File: config.mk
export PLATFORM = sky130hd
export DESIGN_NAME = quantized_int8_squared_distance_unit
export DESIGN_NICKNAME = d
export VERILOG_FILES = /design/src/sv/qisd_pkg.sv /design/src/sv/qisd_acc.sv /design/src/sv/qisd_mul.sv /design/src/sv/qisd_ctrl.sv /design/src/sv/quantized_int8_squared_distance_unit.sv
export SDC_FILE = /design/constraint.sdc
export NUM_CORES = 2
export LEC_CHECK = 0
export ABC_AREA = 1
export ABC_CLOCK_PERIOD_IN_PS = 15900
export BUFFER_PORTS_ARGS = -buffer_cell sky130_fd_sc_hd__buf_2
export CAP_MARGIN = 20
export CELL_PAD_IN_SITES_DETAIL_PLACEMENT = 1
export CELL_PAD_IN_SITES_GLOBAL_PLACEMENT = 1
export CORE_MARGIN = 2
export CORE_UTILIZATION = 40
export DETAILED_ROUTE_END_ITERATION = 10
export GPL_ROUTABILITY_DRIVEN = 0
export PLACE_DENSITY = 0.75
export SETUP_SLACK_MARGIN = 0.2
export SLEW_MARGIN = 10
export SYNTH_ARGS = -nofsm -noshare
export SYNTH_HDL_FRONTEND = slang
export SYNTH_SLANG_ARGS = --single-unit
File: constraint.sdc
create_clock -name clk -period 15.9 [get_ports clk]
set_clock_uncertainty 0.1 [all_clocks]
set_input_delay 0.795 -clock clk [delete_from_list [all_inputs] [get_ports clk]]
set_output_delay 0.795 -clock clk [all_outputs]
set_load 0.005 [all_outputs]
File: src/sv/qisd_pkg.sv
// Shared types, widths and constants for the quantized int8 squared distance unit.
// Used by every module of the block; depends on nothing else.
package qisd_pkg;

  localparam int ELEM_W      = 8;
  localparam int SCALE_W     = 32;
  localparam int SUM_W       = 20;
  localparam int SUMSQ_W     = 27;
  localparam int DIFF_W      = SCALE_W + 1;
  localparam int WIDE_W      = 64;
  localparam int IDX_W       = 6;
  localparam int NBITS_W     = 7;
  localparam int MAX_DIM_DEF = 4096;

  localparam logic signed [WIDE_W-1:0] WIDE_MAX = {1'b0, {(WIDE_W-1){1'b1}}};
  localparam logic signed [WIDE_W-1:0] WIDE_MIN = {1'b1, {(WIDE_W-1){1'b0}}};
  localparam logic signed [WIDE_W-1:0] NEG_TWO  = -64'sd2;
  localparam logic signed [WIDE_W-1:0] POS_TWO  = 64'sd2;

  // Width of the signed dot product accumulator for a given vector length.
  function automatic int dot_width(input int max_dim);
    return $clog2(max_dim) + 2 * ELEM_W;
  endfunction

  // Width of the element counter, which must hold max_dim itself.
  function automatic int cnt_width(input int max_dim);
    return $clog2(max_dim + 1);
  endfunction

  // Request to the shared saturating multiplier.
  typedef struct packed {
    logic                     start;
    logic [WIDE_W-1:0]        a;
    logic [WIDE_W-1:0]        b;
    logic [NBITS_W-1:0]       nbits;
  } mul_req_t;

  // Response from the shared saturating multiplier.
  typedef struct packed {
    logic                     done;
    logic                     ovf;
    logic [WIDE_W-1:0]        res;
  } mul_rsp_t;

endpackage

File: src/sv/qisd_acc.sv
// Element pair accumulator: signed int8 dot product and element count.
// Depends on qisd_pkg.
module qisd_acc #(
  parameter int  MAX_DIM = qisd_pkg::MAX_DIM_DEF,
  localparam int DOT_W   = qisd_pkg::dot_width(MAX_DIM),
  localparam int CNT_W   = qisd_pkg::cnt_width(MAX_DIM)
) (
  input  logic                              clk,
  input  logic                              rst,
  input  logic                              take,
  input  logic signed [qisd_pkg::ELEM_W-1:0] rec_elem,
  input  logic signed [qisd_pkg::ELEM_W-1:0] qry_elem,
  input  logic                              clear,
  output logic signed [DOT_W-1:0]           dot,
  output logic [CNT_W-1:0]                  count
);

  logic signed [2*qisd_pkg::ELEM_W-1:0] prod;

  // One 8 by 8 signed product per accepted request.
  assign prod = rec_elem * qry_elem;

  // Pairs beyond the maximum length are dropped until the next clear.
  always_ff @(posedge clk) begin
    if (rst || clear) begin
      dot   <= '0;
      count <= '0;
    end else if (take && (count < CNT_W'(MAX_DIM))) begin
      dot   <= dot + DOT_W'(prod);
      count <= count + CNT_W'(1);
    end
  end

endmodule

File: src/sv/qisd_mul.sv
// Shared bit-serial saturating multiplier, one bit of the second operand per cycle.
// Depends on qisd_pkg for the request and response structs.
module qisd_mul (
  input  logic               clk,
  input  logic               rst,
  input  qisd_pkg::mul_req_t req,
  output qisd_pkg::mul_rsp_t rsp
);

  typedef enum logic [1:0] {M_IDLE, M_RUN, M_FIN} mstate_t;

  mstate_t                          state;
  logic                             neg;
  logic                             ovf;
  logic [qisd_pkg::WIDE_W-1:0]      ua;
  logic [qisd_pkg::WIDE_W-1:0]      ub;
  logic [qisd_pkg::WIDE_W-1:0]      acc;
  logic [qisd_pkg::IDX_W-1:0]       idx;
  logic [qisd_pkg::WIDE_W-1:0]      a_mag;
  logic [qisd_pkg::WIDE_W-1:0]      b_mag;
  logic [qisd_pkg::WIDE_W:0]        limit;
  logic [qisd_pkg::WIDE_W:0]        step_sum;

  // Magnitudes of the operands and one doubling step of the product.
  always_comb begin
    a_mag    = req.a[qisd_pkg::WIDE_W-1] ? ('0 - req.a) : req.a;
    b_mag    = req.b[qisd_pkg::WIDE_W-1] ? ('0 - req.b) : req.b;
    limit    = neg ? {2'b01, {(qisd_pkg::WIDE_W-1){1'b0}}}
                   : {2'b00, {(qisd_pkg::WIDE_W-1){1'b1}}};
    step_sum = {acc, 1'b0} + (ub[idx] ? {1'b0, ua} : '0);
  end

  // The partial product only grows, so once it passes the limit the result saturates.
  always_ff @(posedge clk) begin
    if (rst) begin
      state    <= M_IDLE;
      rsp.done <= 1'b0;
    end else begin
      rsp.done <= 1'b0;
      unique case (state)
        M_IDLE: begin
          if (req.start) begin
            neg   <= req.a[qisd_pkg::WIDE_W-1] ^ req.b[qisd_pkg::WIDE_W-1];
            ua    <= a_mag;
            ub    <= b_mag;
            acc   <= '0;
            ovf   <= 1'b0;
            idx   <= qisd_pkg::IDX_W'(req.nbits - qisd_pkg::NBITS_W'(1));
            state <= M_RUN;
          end
        end
        M_RUN: begin
          if (!ovf) begin
            if (step_sum > limit) begin
              ovf <= 1'b1;
            end else begin
              acc <= step_sum[qisd_pkg::WIDE_W-1:0];
            end
          end
          if (idx == '0) begin
            state <= M_FIN;
          end else begin
            idx <= idx - qisd_pkg::IDX_W'(1);
          end
        end
        M_FIN: begin
          rsp.done <= 1'b1;
          rsp.ovf  <= ovf;
          if (ovf) begin
            rsp.res <= neg ? qisd_pkg::WIDE_MIN : qisd_pkg::WIDE_MAX;
          end else begin
            rsp.res <= neg ? ('0 - acc) : acc;
          end
          state <= M_IDLE;
        end
        default: state <= M_IDLE;
      endcase
    end
  end

endmodule

File: src/sv/qisd_ctrl.sv
// Sequencer for the distance combine: holds the tail values, steps through the
// product terms on the shared multiplier, sums them with saturation and holds the result.
// Depends on qisd_pkg.
module qisd_ctrl #(
  parameter int  MAX_DIM = qisd_pkg::MAX_DIM_DEF,
  localparam int DOT_W   = qisd_pkg::dot_width(MAX_DIM),
  localparam int CNT_W   = qisd_pkg::cnt_width(MAX_DIM)
) (
  input  logic                                clk,
  input  logic                                rst,
  input  logic                                take,
  input  logic                                last,
  input  logic signed [qisd_pkg::SCALE_W-1:0] rec_scale,
  input  logic signed [qisd_pkg::SCALE_W-1:0] rec_bias,
  input  logic signed [qisd_pkg::SUM_W-1:0]   rec_sum,
  input  logic [qisd_pkg::SUMSQ_W-1:0]        rec_sumsq,
  input  logic signed [qisd_pkg::SCALE_W-1:0] qry_scale,
  input  logic signed [qisd_pkg::SCALE_W-1:0] qry_bias,
  input  logic signed [qisd_pkg::SUM_W-1:0]   qry_sum,
  input  logic [qisd_pkg::SUMSQ_W-1:0]        qry_sumsq,
  input  logic signed [DOT_W-1:0]             dot,
  input  logic [CNT_W-1:0]                    count,
  output qisd_pkg::mul_req_t                  mul_req,
  input  qisd_pkg::mul_rsp_t                  mul_rsp,
  output logic                                idle,
  output logic                                clear,
  output logic                                out_valid,
  input  logic                                out_ready,
  output logic signed [qisd_pkg::WIDE_W-1:0]  sq_distance,
  output logic                                saturated
);

  typedef enum logic [1:0] {S_IDLE, S_ISSUE, S_WAIT, S_FIN} state_t;
  typedef enum logic [3:0] {
    OP_MA2, OP_T1, OP_QA2, OP_T2, OP_MQ, OP_DOT, OP_NEG2,
    OP_DD, OP_N, OP_MSMA, OP_QAQS, OP_DE, OP_TWO
  } op_t;
  typedef enum logic [1:0] {D_PROD, D_SUM, D_LOAD_E, D_SUB_E} dest_t;

  state_t                               state;
  op_t                                  op;
  logic signed [qisd_pkg::SCALE_W-1:0]  ma;
  logic signed [qisd_pkg::SCALE_W-1:0]  qa;
  logic signed [qisd_pkg::SUM_W-1:0]    ms;
  logic signed [qisd_pkg::SUM_W-1:0]    qs;
  logic [qisd_pkg::SUMSQ_W-1:0]         ms2;
  logic [qisd_pkg::SUMSQ_W-1:0]         qs2;
  logic signed [qisd_pkg::DIFF_W-1:0]   d;
  logic signed [qisd_pkg::WIDE_W-1:0]   p;
  logic signed [qisd_pkg::WIDE_W-1:0]   e;
  logic signed [qisd_pkg::WIDE_W-1:0]   sum;
  logic                                 sat;

  logic signed [qisd_pkg::WIDE_W-1:0]   op_a;
  logic signed [qisd_pkg::WIDE_W-1:0]   op_b;
  logic [qisd_pkg::NBITS_W-1:0]         op_nbits;
  dest_t                                dest;
  logic signed [qisd_pkg::WIDE_W-1:0]   t;
  logic signed [qisd_pkg::WIDE_W-1:0]   raw_sum;
  logic                                 pos_ovf;
  logic                                 neg_ovf;
  logic signed [qisd_pkg::WIDE_W-1:0]   sum_sat;
  logic                                 out_free;

  // Operands, scan length and destination of each step of the combine.
  always_comb begin
    unique case (op)
      OP_MA2: begin
        op_a = qisd_pkg::WIDE_W'(ma);  op_b = qisd_pkg::WIDE_W'(ma);
        op_nbits = qisd_pkg::NBITS_W'(qisd_pkg::SCALE_W);  dest = D_PROD;
      end
      OP_T1: begin
        op_a = p;  op_b = qisd_pkg::WIDE_W'(ms2);
        op_nbits = qisd_pkg::NBITS_W'(qisd_pkg::SUMSQ_W);  dest = D_SUM;
      end
      OP_QA2: begin
        op_a = qisd_pkg::WIDE_W'(qa);  op_b = qisd_pkg::WIDE_W'(qa);
        op_nbits = qisd_pkg::NBITS_W'(qisd_pkg::SCALE_W);  dest = D_PROD;
      end
      OP_T2: begin
        op_a = p;  op_b = qisd_pkg::WIDE_W'(qs2);
        op_nbits = qisd_pkg::NBITS_W'(qisd_pkg::SUMSQ_W);  dest = D_SUM;
      end
      OP_MQ: begin
        op_a = qisd_pkg::WIDE_W'(ma);  op_b = qisd_pkg::WIDE_W'(qa);
        op_nbits = qisd_pkg::NBITS_W'(qisd_pkg::SCALE_W);  dest = D_PROD;
      end
      OP_DOT: begin
        op_a = p;  op_b = qisd_pkg::WIDE_W'(dot);
        op_nbits = qisd_pkg::NBITS_W'(DOT_W);  dest = D_PROD;
      end
      OP_NEG2: begin
        op_a = p;  op_b = qisd_pkg::NEG_TWO;
        op_nbits = qisd_pkg::NBITS_W'(2);  dest = D_SUM;
      end
      OP_DD: begin
        op_a = qisd_pkg::WIDE_W'(d);  op_b = qisd_pkg::WIDE_W'(d);
        op_nbits = qisd_pkg::NBITS_W'(qisd_pkg::DIFF_W);  dest = D_PROD;
      end
      OP_N: begin
        op_a = p;  op_b = qisd_pkg::WIDE_W'(count);
        op_nbits = qisd_pkg::NBITS_W'(CNT_W);  dest = D_SUM;
      end
      OP_MSMA: begin
        op_a = qisd_pkg::WIDE_W'(ma);  op_b = qisd_pkg::WIDE_W'(ms);
        op_nbits = qisd_pkg::NBITS_W'(qisd_pkg::SUM_W);  dest = D_LOAD_E;
      end
      OP_QAQS: begin
        op_a = qisd_pkg::WIDE_W'(qa);  op_b = qisd_pkg::WIDE_W'(qs);
        op_nbits = qisd_pkg::NBITS_W'(qisd_pkg::SUM_W);  dest = D_SUB_E;
      end
      OP_DE: begin
        op_a = e;  op_b = qisd_pkg::WIDE_W'(d);
        op_nbits = qisd_pkg::NBITS_W'(qisd_pkg::DIFF_W);  dest = D_PROD;
      end
      OP_TWO: begin
        op_a = p;  op_b = qisd_pkg::POS_TWO;
        op_nbits = qisd_pkg::NBITS_W'(2);  dest = D_SUM;
      end
      default: begin
        op_a = '0;  op_b = '0;
        op_nbits = qisd_pkg::NBITS_W'(1);  dest = D_PROD;
      end
    endcase
  end

  // Request to the shared multiplier.
  always_comb begin
    mul_req.start = (state == S_ISSUE);
    mul_req.a     = op_a;
    mul_req.b     = op_b;
    mul_req.nbits = op_nbits;
  end

  // Saturating add of a finished term into the running sum.
  always_comb begin
    t       = mul_rsp.res;
    raw_sum = sum + t;
    pos_ovf = !sum[qisd_pkg::WIDE_W-1] && !t[qisd_pkg::WIDE_W-1] && raw_sum[qisd_pkg::WIDE_W-1];
    neg_ovf = sum[qisd_pkg::WIDE_W-1] && t[qisd_pkg::WIDE_W-1] && !raw_sum[qisd_pkg::WIDE_W-1];
    if (pos_ovf) begin
      sum_sat = qisd_pkg::WIDE_MAX;
    end else if (neg_ovf) begin
      sum_sat = qisd_pkg::WIDE_MIN;
    end else begin
      sum_sat = raw_sum;
    end
  end

  assign out_free = !out_valid || out_ready;
  assign idle     = (state == S_IDLE);
  assign clear    = (state == S_FIN) && out_free;

  // Sequencer, tail capture and output register.
  always_ff @(posedge clk) begin
    if (rst) begin
      state     <= S_IDLE;
      op        <= OP_MA2;
      out_valid <= 1'b0;
    end else begin
      if (out_valid && out_ready) begin
        out_valid <= 1'b0;
      end
      unique case (state)
        S_IDLE: begin
          if (take && last) begin
            ma    <= rec_scale;
            qa    <= qry_scale;
            ms    <= rec_sum;
            qs    <= qry_sum;
            ms2   <= rec_sumsq;
            qs2   <= qry_sumsq;
            d     <= qisd_pkg::DIFF_W'(rec_bias) - qisd_pkg::DIFF_W'(qry_bias);
            sum   <= '0;
            sat   <= 1'b0;
            op    <= OP_MA2;
            state <= S_ISSUE;
          end
        end
        S_ISSUE: state <= S_WAIT;
        S_WAIT: begin
          if (mul_rsp.done) begin
            sat <= sat || mul_rsp.ovf || ((dest == D_SUM) && (pos_ovf || neg_ovf));
            case (dest)
              D_PROD:   p   <= t;
              D_SUM:    sum <= sum_sat;
              D_LOAD_E: e   <= t;
              D_SUB_E:  e   <= e - t;
              default:  p   <= t;
            endcase
            if (op == OP_TWO) begin
              state <= S_FIN;
            end else begin
              op    <= op_t'(op + 4'd1);
              state <= S_ISSUE;
            end
          end
        end
        S_FIN: begin
          if (out_free) begin
            out_valid   <= 1'b1;
            sq_distance <= sum;
            saturated   <= sat;
            state       <= S_IDLE;
          end
        end
        default: state <= S_IDLE;
      endcase
    end
  end

endmodule

File: src/sv/quantized_int8_squared_distance_unit.sv
// Top level of the quantized int8 squared distance unit.
// Depends on qisd_pkg, qisd_acc, qisd_mul and qisd_ctrl.
//
// Usage:
//   The input channel (in_valid / in_ready) carries one record/query int8 element
//   pair per request. A request with last high also carries both vectors' scale,
//   bias, element sum and sum of squares (Q16.16 scales and biases), which are
//   ignored on other requests. The output channel (out_valid / out_ready) carries
//   one signed Q32.32 squared distance and a saturation flag per last request.
//   Flow: one request without last can be accepted every cycle while the
//   sequencer is idle. A last request starts the combine on the shared
//   bit-serial multiplier, which handles one operand bit per cycle over 13
//   products; in_ready is low until the combine has written its result.
//   Pairs beyond MAX_DIM in one vector are dropped.
//   Reset clears the accumulators, the sequencer and out_valid.
//   A stalled receiver holds the result in the output register; new pairs are
//   still accepted, but the next combine waits before writing its result.
module quantized_int8_squared_distance_unit #(
  parameter int MAX_DIM = qisd_pkg::MAX_DIM_DEF
) (
  input  logic                                clk,
  input  logic                                rst,
  input  logic                                in_valid,
  output logic                                in_ready,
  input  logic signed [qisd_pkg::ELEM_W-1:0]  rec_elem,
  input  logic signed [qisd_pkg::ELEM_W-1:0]  qry_elem,
  input  logic                                last,
  input  logic signed [qisd_pkg::SCALE_W-1:0] rec_scale,
  input  logic signed [qisd_pkg::SCALE_W-1:0] rec_bias,
  input  logic signed [qisd_pkg::SUM_W-1:0]   rec_sum,
  input  logic [qisd_pkg::SUMSQ_W-1:0]        rec_sumsq,
  input  logic signed [qisd_pkg::SCALE_W-1:0] qry_scale,
  input  logic signed [qisd_pkg::SCALE_W-1:0] qry_bias,
  input  logic signed [qisd_pkg::SUM_W-1:0]   qry_sum,
  input  logic [qisd_pkg::SUMSQ_W-1:0]        qry_sumsq,
  output logic                                out_valid,
  input  logic                                out_ready,
  output logic signed [qisd_pkg::WIDE_W-1:0]  sq_distance,
  output logic                                saturated
);

  localparam int DOT_W = qisd_pkg::dot_width(MAX_DIM);
  localparam int CNT_W = qisd_pkg::cnt_width(MAX_DIM);

  logic                    take;
  logic                    idle;
  logic                    clear;
  logic signed [DOT_W-1:0] dot;
  logic [CNT_W-1:0]        count;
  qisd_pkg::mul_req_t      mul_req;
  qisd_pkg::mul_rsp_t      mul_rsp;

  // A request is taken only while the sequencer is idle.
  assign in_ready = idle;
  assign take     = in_valid && in_ready;

  qisd_acc #(
    .MAX_DIM (MAX_DIM)
  ) u_acc (
    .clk      (clk),
    .rst      (rst),
    .take     (take),
    .rec_elem (rec_elem),
    .qry_elem (qry_elem),
    .clear    (clear),
    .dot      (dot),
    .count    (count)
  );

  qisd_mul u_mul (
    .clk (clk),
    .rst (rst),
    .req (mul_req),
    .rsp (mul_rsp)
  );

  qisd_ctrl #(
    .MAX_DIM (MAX_DIM)
  ) u_ctrl (
    .clk         (clk),
    .rst         (rst),
    .take        (take),
    .last        (last),
    .rec_scale   (rec_scale),
    .rec_bias    (rec_bias),
    .rec_sum     (rec_sum),
    .rec_sumsq   (rec_sumsq),
    .qry_scale   (qry_scale),
    .qry_bias    (qry_bias),
    .qry_sum     (qry_sum),
    .qry_sumsq   (qry_sumsq),
    .dot         (dot),
    .count       (count),
    .mul_req     (mul_req),
    .mul_rsp     (mul_rsp),
    .idle        (idle),
    .clear       (clear),
    .out_valid   (out_valid),
    .out_ready   (out_ready),
    .sq_distance (sq_distance),
    .saturated   (saturated)
  );

endmodule

# == Word level (Yosys, flattened, before mapping) ==
# Index checks and enable logic that the tools add are counted.
# totals
regBits,765
in_bits,243
output_inout_bits,67
# op_classes
addsub,12
n_mul,1
order_cmp,3
n_eq_ne,30
mux,50
bitwise,2
n_reduce_logical,51
# op_table
operator,count
$mux W64,13
$pmux W64 S11,1
$pmux W64 S2,3
$pmux W64 S5,1
$sub A1 B64 Y64 const A,3
$mux W63,2
$mux W66,1
$add A65 B65 Y65,1
$gt A65 B65 Y1,1
$add A64 B64 Y64,1
$sub A64 B64 Y64,1
$pmux W6 S7,1
$sub A32 B32 Y33,1
$add A28 B16 Y28,1
$eq A4 B4 Y1 const B,5
$reduce_and A4 Y1,5
$eq A4 B3 Y1 const B,4
$mul A8 B8 Y16,1
$reduce_and A3 Y1,5
$add A13 B1 Y13 const B,1
$lt A13 B13 Y1 const B,1
$mux W2,6
$mux W4,3
$mux W6,2
32 further kinds,85

# == Logic depth before layout (Yosys ltp) ==
# logic_depth
word_depth,8
depth_mapped,45
ltp_nobuf,43

# == Hierarchy ==
# A second synthesis with hierarchy kept.
# hier_totals
hier_cells,7210
area_unflattened_um2,57810.4
# by_module_without_submodules
mod,instances,cells_each,area_per_inst_um2,seq_area_each_um2
qisd_ctrl,1,3618,30071.3,13623.1
qisd_mul,1,2620,20644.8,8017.7
qisd_acc,1,970,7086.8,820.8
quantized_int8_squared_distance_unit,1,2,7.5,0.0

# == Worst setup path before layout ==
# Ideal clock, no wire load.
# synth_path
kind,input -> register
startpoint,in rst
endpoint,reg u_mul.neg (enable)
setup_ps,934
arrival_time_ps,13009
required_ps,14866
path_slack_ps,1857
stages,1
n_path_buf,0
path_cell_list,nor4_1
# synth_between
elab_chain_cells,2
# synth_lines
element,line_no,text
"start, declared",quantized_int8_squared_distance_unit.sv:22,"input logic rst,"
$not A1 Y1 (no line),-,
$reduce_and A3 Y1 (no line),-,
"end signal, assigned",qisd_mul.sv:43,neg <= req.a[qisd_pkg::WIDE_W-1] ^ req.b[qisd_pkg::WIDE_W-1];
"end, declared",qisd_mul.sv:13,logic neg;
# Every way passes these cells.
# A chain may end at the register's enable or synchronous reset.

# == Worst setup path in the final report ==
# layout_path
startpoint,reg u_mul.idx[0] (netlist bit)
endpoint,reg u_mul.acc[25] (netlist bit) (enable)
# layout_between
elab_chain_cells,7
# layout_lines
element,line_no,text
"start, declared",qisd_mul.sv:18,logic [qisd_pkg::IDX_W-1:0] idx;
"start signal, assigned",qisd_mul.sv:48,idx <= qisd_pkg::IDX_W'(req.nbits - qisd_pkg::NBITS_W'(1));
"start signal, assigned",qisd_mul.sv:63,idx <= idx - qisd_pkg::IDX_W'(1);
$bmux W1 S6,qisd_mul.sv:30,"step_sum = {acc, 1'b0} + (ub[idx] ? {1'b0, ua} : '0);"
$mux W1 (not written as such),qisd_mul.sv:30,
$mux W64,qisd_mul.sv:30,
$add A65 B65 Y65,qisd_mul.sv:30,
net u_mul.step_sum (one bit),qisd_mul.sv:22,logic [qisd_pkg::WIDE_W:0] step_sum;
$gt A65 B65 Y1,qisd_mul.sv:54,if (step_sum > limit) begin
$ne A2 B2 Y1 (no line),-,
$reduce_and A5 Y1 (no line),-,
"end signal, assigned",qisd_mul.sv:57,acc <= step_sum[qisd_pkg::WIDE_W-1:0];
"end, declared",qisd_mul.sv:17,logic [qisd_pkg::WIDE_W-1:0] acc;
# The timed path passes the listed nets, and every way through them passes these cells. The select of a mux whose other input is x is not followed.

==> results_tabular.tex <==
\begin{tabular}{lr}
\hline
Metric & Value \\
\hline
\multicolumn{2}{l}{\textbf{Run status}} \\
\quad Result of the run & finished, final reports clean \\
\multicolumn{2}{l}{\textbf{GRT}} \\
\quad Global routing usage summed across all routing layers & 0.312 \\
\quad Remaining Overflow, GRT & 0 \\
\quad Via count of the first global-routing pass & 52700 \\
\quad Antenna violations before repair & 20 \\
\quad Global-route wire length before repair & 333 mm \\
\quad Maximum number of pins on one net before global-route repair & 161 \\
\multicolumn{2}{l}{\textbf{Setup path}} \\
\quad Required time reported for the critical path endpoint & 16.13 ns \\
\quad Capturing point of the worst reg2reg path & u\_mul.acc[25] \\
\quad Crit path to & u\_mul.acc[25] \\
\quad Setup slack on the worst flop-to-flop path & 6.72 ns \\
\quad Most used cell, CP & nand2\_1 \\
\quad Kind of start point of the critical path & flip-flop \\
\quad Type of the setup path with the least slack & flip-flop to flip-flop \\
\quad Critical Path Start & u\_mul.idx[0] \\
\quad FF-to-FF path depth & 41 \\
\quad Max Fanout on Critical Path & 62 \\
\quad Worst reg2reg startpoint & u\_mul.idx[0] \\
\quad Delay of the slowest cell on the worst path & 0.72 ns \\
\quad Arrival time worst endpoint & 9.41 ns \\
\quad Worst Setup End Kind & flip-flop \\
\quad Crit path max-delay cell type & edfxtp\_1 \\
\multicolumn{2}{l}{\textbf{Synth}} \\
\quad Total of flip-flops plus latches after synthesis & 765 \\
\quad Cell count after synthesis & 6821 \\
\quad Netlist Area Pre-Place & 0.0556 mm\^{}2 \\
\quad Count of distinct cell types in the synthesized netlist & 61 \\
\quad Mean instance size in the synthesized netlist & 8.15 um\^{}2 \\
\quad Sequential cell area fraction in the yosys report & 0.404 \\
\quad Proportion of register bits with asynchronous set or reset after synthesis & 0 \\
\quad Dominant register cell in the synthesized netlist & edfxtp\_1 \\
\quad Number of synthesized flops with an enable pin & 714 \\
\quad Number of synthesis warnings & 0 \\
\multicolumn{2}{l}{\textbf{Timing}} \\
\quad Number of setup violations in the final report & 0 \\
\quad Fmax & 109 MHz \\
\quad RSZ-0062 raised after global routing & no \\
\quad Final Hold Fails & 0 \\
\quad Transition time at the pin with the least slew margin & 1.15 ns \\
\quad Max-slew headroom at the worst pin & 0.233 \\
\quad Final Slew Violations & 0 \\
\quad Clock period minus final worst setup slack & 9.18 ns \\
\quad Hold Worst Slack & 0.133 ns \\
\quad Setup TNS Final & 0 ns \\
\quad Final worst-path cycle share & 0.578 \\
\multicolumn{2}{l}{\textbf{Clock network}} \\
\quad Clock buffers created by TritonCTS & 89 \\
\quad Clock tree from TritonCTS & yes \\
\quad Clock-pin transition on the worst setup and hold timing paths & 0.06 ns \\
\quad Clock latency of the later-clocked register in the worst-skew pair & 0.75 ns \\
\quad Count of buffers added by post-CTS timing repair for setup & 0 \\
\quad Clock H-tree levels & 3 \\
\quad Largest buffer count on any clock path & 3 \\
\quad Hold buffer count at cts & 0 \\
\quad Num Clock Sinks & 765 \\
\quad Cells resized by post-CTS repair & 0 \\
\quad Cell at the root of the clock tree & clkbuf\_16 \\
\multicolumn{2}{l}{\textbf{Layout}} \\
\quad Fraction of layout cells with a size suffix above 1 & 0.0849 \\
\quad Synthesis-to-layout area growth & 12.5\% \\
\quad Layout Nets & 7881 \\
\multicolumn{2}{l}{\textbf{Pwr}} \\
\quad Worst ir drop on vdd & 0.143 mV \\
\quad Power per unit of standard cell area & 126 mW/mm\^{}2 \\
\quad Sum of internal, switching and leakage power & 7.86 mW \\
\quad Static leakage & 27.1 nW \\
\multicolumn{2}{l}{\textbf{Die}} \\
\quad Die Span Y & 377 um \\
\quad Starting utilization of the core area & 0.404 \\
\quad Top-level port count & 310 \\
\quad Std cell rows & 136 \\
\quad Die width & 377 um \\
\quad Floorplan die area & 0.142 mm\^{}2 \\
\quad Core Footprint & 0.138 mm\^{}2 \\
\multicolumn{2}{l}{\textbf{Route}} \\
\quad Wirelength, routed & 225 mm \\
\quad Number of antenna-violating nets in the routed design & 0 \\
\quad Detailed router's first-iteration violation count & 4669 \\
\quad Vias per cell & 5.66 \\
\quad Vias & 51100 \\
\quad Wire per inst & 24.9 um \\
\quad DRC viols & 0 \\
\quad Number of iterations in the first detailed-routing pass & 5 \\
\multicolumn{2}{l}{\textbf{Placement}} \\
\quad Detailed Place HPWL & 178 mm \\
\quad Port bufs & 309 \\
\multicolumn{2}{l}{\textbf{Worst hold path}} \\
\quad Path class of the lowest-slack min-delay path & input port to flip-flop \\
\multicolumn{2}{l}{\textbf{Job}} \\
\quad Count of max-cap constraint violations & 0 \\
\hline
\end{tabular}
-- cell type report --
type	instances	area (um^2)
antenna	14	35.0
clock buffer	111	2390
clock inverter	57	683
fill	16600	75100
inverter	1073	4030
multi-input combinational	4866	28700
sequential	765	22500
tap	1794	2240
timing repair buffer	361	1990
-- placed cells by master (no fill, tap or decap), drive strengths merged, types with 14 or more instances in the layout --
cell	Yosys	final
nand4	68	68
o21ai	479	479
a21oi	452	452
ha	358	358
a21boi	19	19
fa	124	124
o22ai	17	17
nand3	278	278
conb	1	31
nor3	78	78
edfxtp	714	714
buf	36	361
dfxtp	51	51
xor2	194	194
a21o	41	41
nand2	1351	1351
a211oi	24	24
a31oi	63	63
o21a	28	28
xnor2	133	133
clkbuf	111	111
diode	0	14
inv	1067	1073
a22o	25	25
nor2	864	864
o21bai	32	32
nand3b	26	26
o211ai	33	33
or2	38	38
clkinv	6	44
nor4	31	31
-- worst max-delay path, delay by kind of cell (launching register included) --
kind	cells	cell delay (ns)
adders and majority gates	2	0.72
buffers and inverters	8	2.17
xor gates and xnor gates	1	0.22
DFF	1	0.72
AOI/OAI and AO/OA	10	2.62
and+or+nand+nor	20	2.13
-- metrics by stage --
stage | instances | setup WS, ns | cell area [um^2] | util
finish | 9041 | 6.72 | 62500 | 0.454
global route | 9029 | 5.99 | 62500 | 0.454
CTS | 9024 | 5.84 | 62400 | 0.453
floorplan | 6851 | 1.86 | 55700 | -
detailed placement | 8856 | 6.00 | 59300 | 0.431
global placement | 8856 | 6.47 | 59300 | 0.431
-- cell families (layout without fill, tap and decap cells) --
logic type | after synthesis | count (layout) | share of synthesized area
AO/OA/AOI/OAI | 1277 | 1277 | 0.132
other | 1 | 45 | 0.0000675
flip-flops | 765 | 765 | 0.404
AND/OR/NAND/NOR | 2749 | 2749 | 0.204
XOR/XNOR | 327 | 327 | 0.0515
buffers and inverters | 1220 | 1602 | 0.0834
adder cells (fa/ha/maj) | 482 | 482 | 0.125
-- routing by layer --
metal | global-route usage | part of all wire
met1 | 0.386 | 0.40
met2 | 0.508 | 0.46
met3 | 0.0623 | 0.079
met4 | 0.176 | 0.063
met5 | 0 | 0.00056
-- power by group --
group	internal (mW)	switching, mW	total [mW]
Sequential	2.33	0.0766	2.41
Clock	1.22	0.966	2.19
Combinational	1.13	2.14	3.26
Total	4.68	3.18	7.86
-- worst min-delay path by stage --
stage | start | to | slack, ns | cells past startpoint
2_1_floorplan | u_ctrl.sat | u_ctrl.saturated | 0.33 | 0
3_3_place_gp | u_ctrl.sum[50] | u_ctrl.sq_distance[50] | 0.35 | 0
3_5_place_dp | u_ctrl.sum[50] | u_ctrl.sq_distance[50] | 0.35 | 0
4_1_cts | qry_sumsq[12] | u_ctrl.qs2[12] | 0.1 | 1
5_1_grt | qry_sumsq[13] | u_ctrl.qs2[13] | 0.12 | 1
6_report | qry_sum[11] | u_ctrl.qs[11] | 0.13 | 1
-- flip-flops by register name (all words and copies together), names as in the netlist, 33 cells and up --
| signal | flops |
|---|---|
| u_ctrl.sum | 64 |
| u_ctrl.sq_distance | 64 |
| u_ctrl.e | 64 |
| u_mul.rsp | 66 |
| u_ctrl.p | 64 |
| u_ctrl.d | 33 |
| u_mul.acc | 64 |
| u_mul.ub | 64 |
| u_mul.ua | 64 |
-- cells in the mapped netlist (all sizes together), types with 19 or more instances --
cell / number / area share
nand3: 278 / 0.025
nand4: 68 / 0.0077
xor2: 194 / 0.031
a21oi: 452 / 0.042
nand3b: 26 / 0.0035
a21boi: 19 / 0.0026
fa: 124 / 0.045
xnor2: 133 / 0.021
o211ai: 33 / 0.0045
or2: 38 / 0.0043
buf: 36 / 0.0034
a21o: 41 / 0.0055
o21a: 28 / 0.0038
a31oi: 63 / 0.0071
nor3: 78 / 0.0074
clkbuf: 111 / 0.0075
edfxtp: 714 / 0.39
dfxtp: 51 / 0.018
o21ai: 479 / 0.043
o21bai: 32 / 0.0043
ha: 358 / 0.081
a211oi: 24 / 0.0032
inv: 1067 / 0.072
a22o: 25 / 0.0039
nand2: 1351 / 0.091
nor2: 864 / 0.059
nor4: 31 / 0.0035
Note: power is estimated with default switching activity, not from simulation.
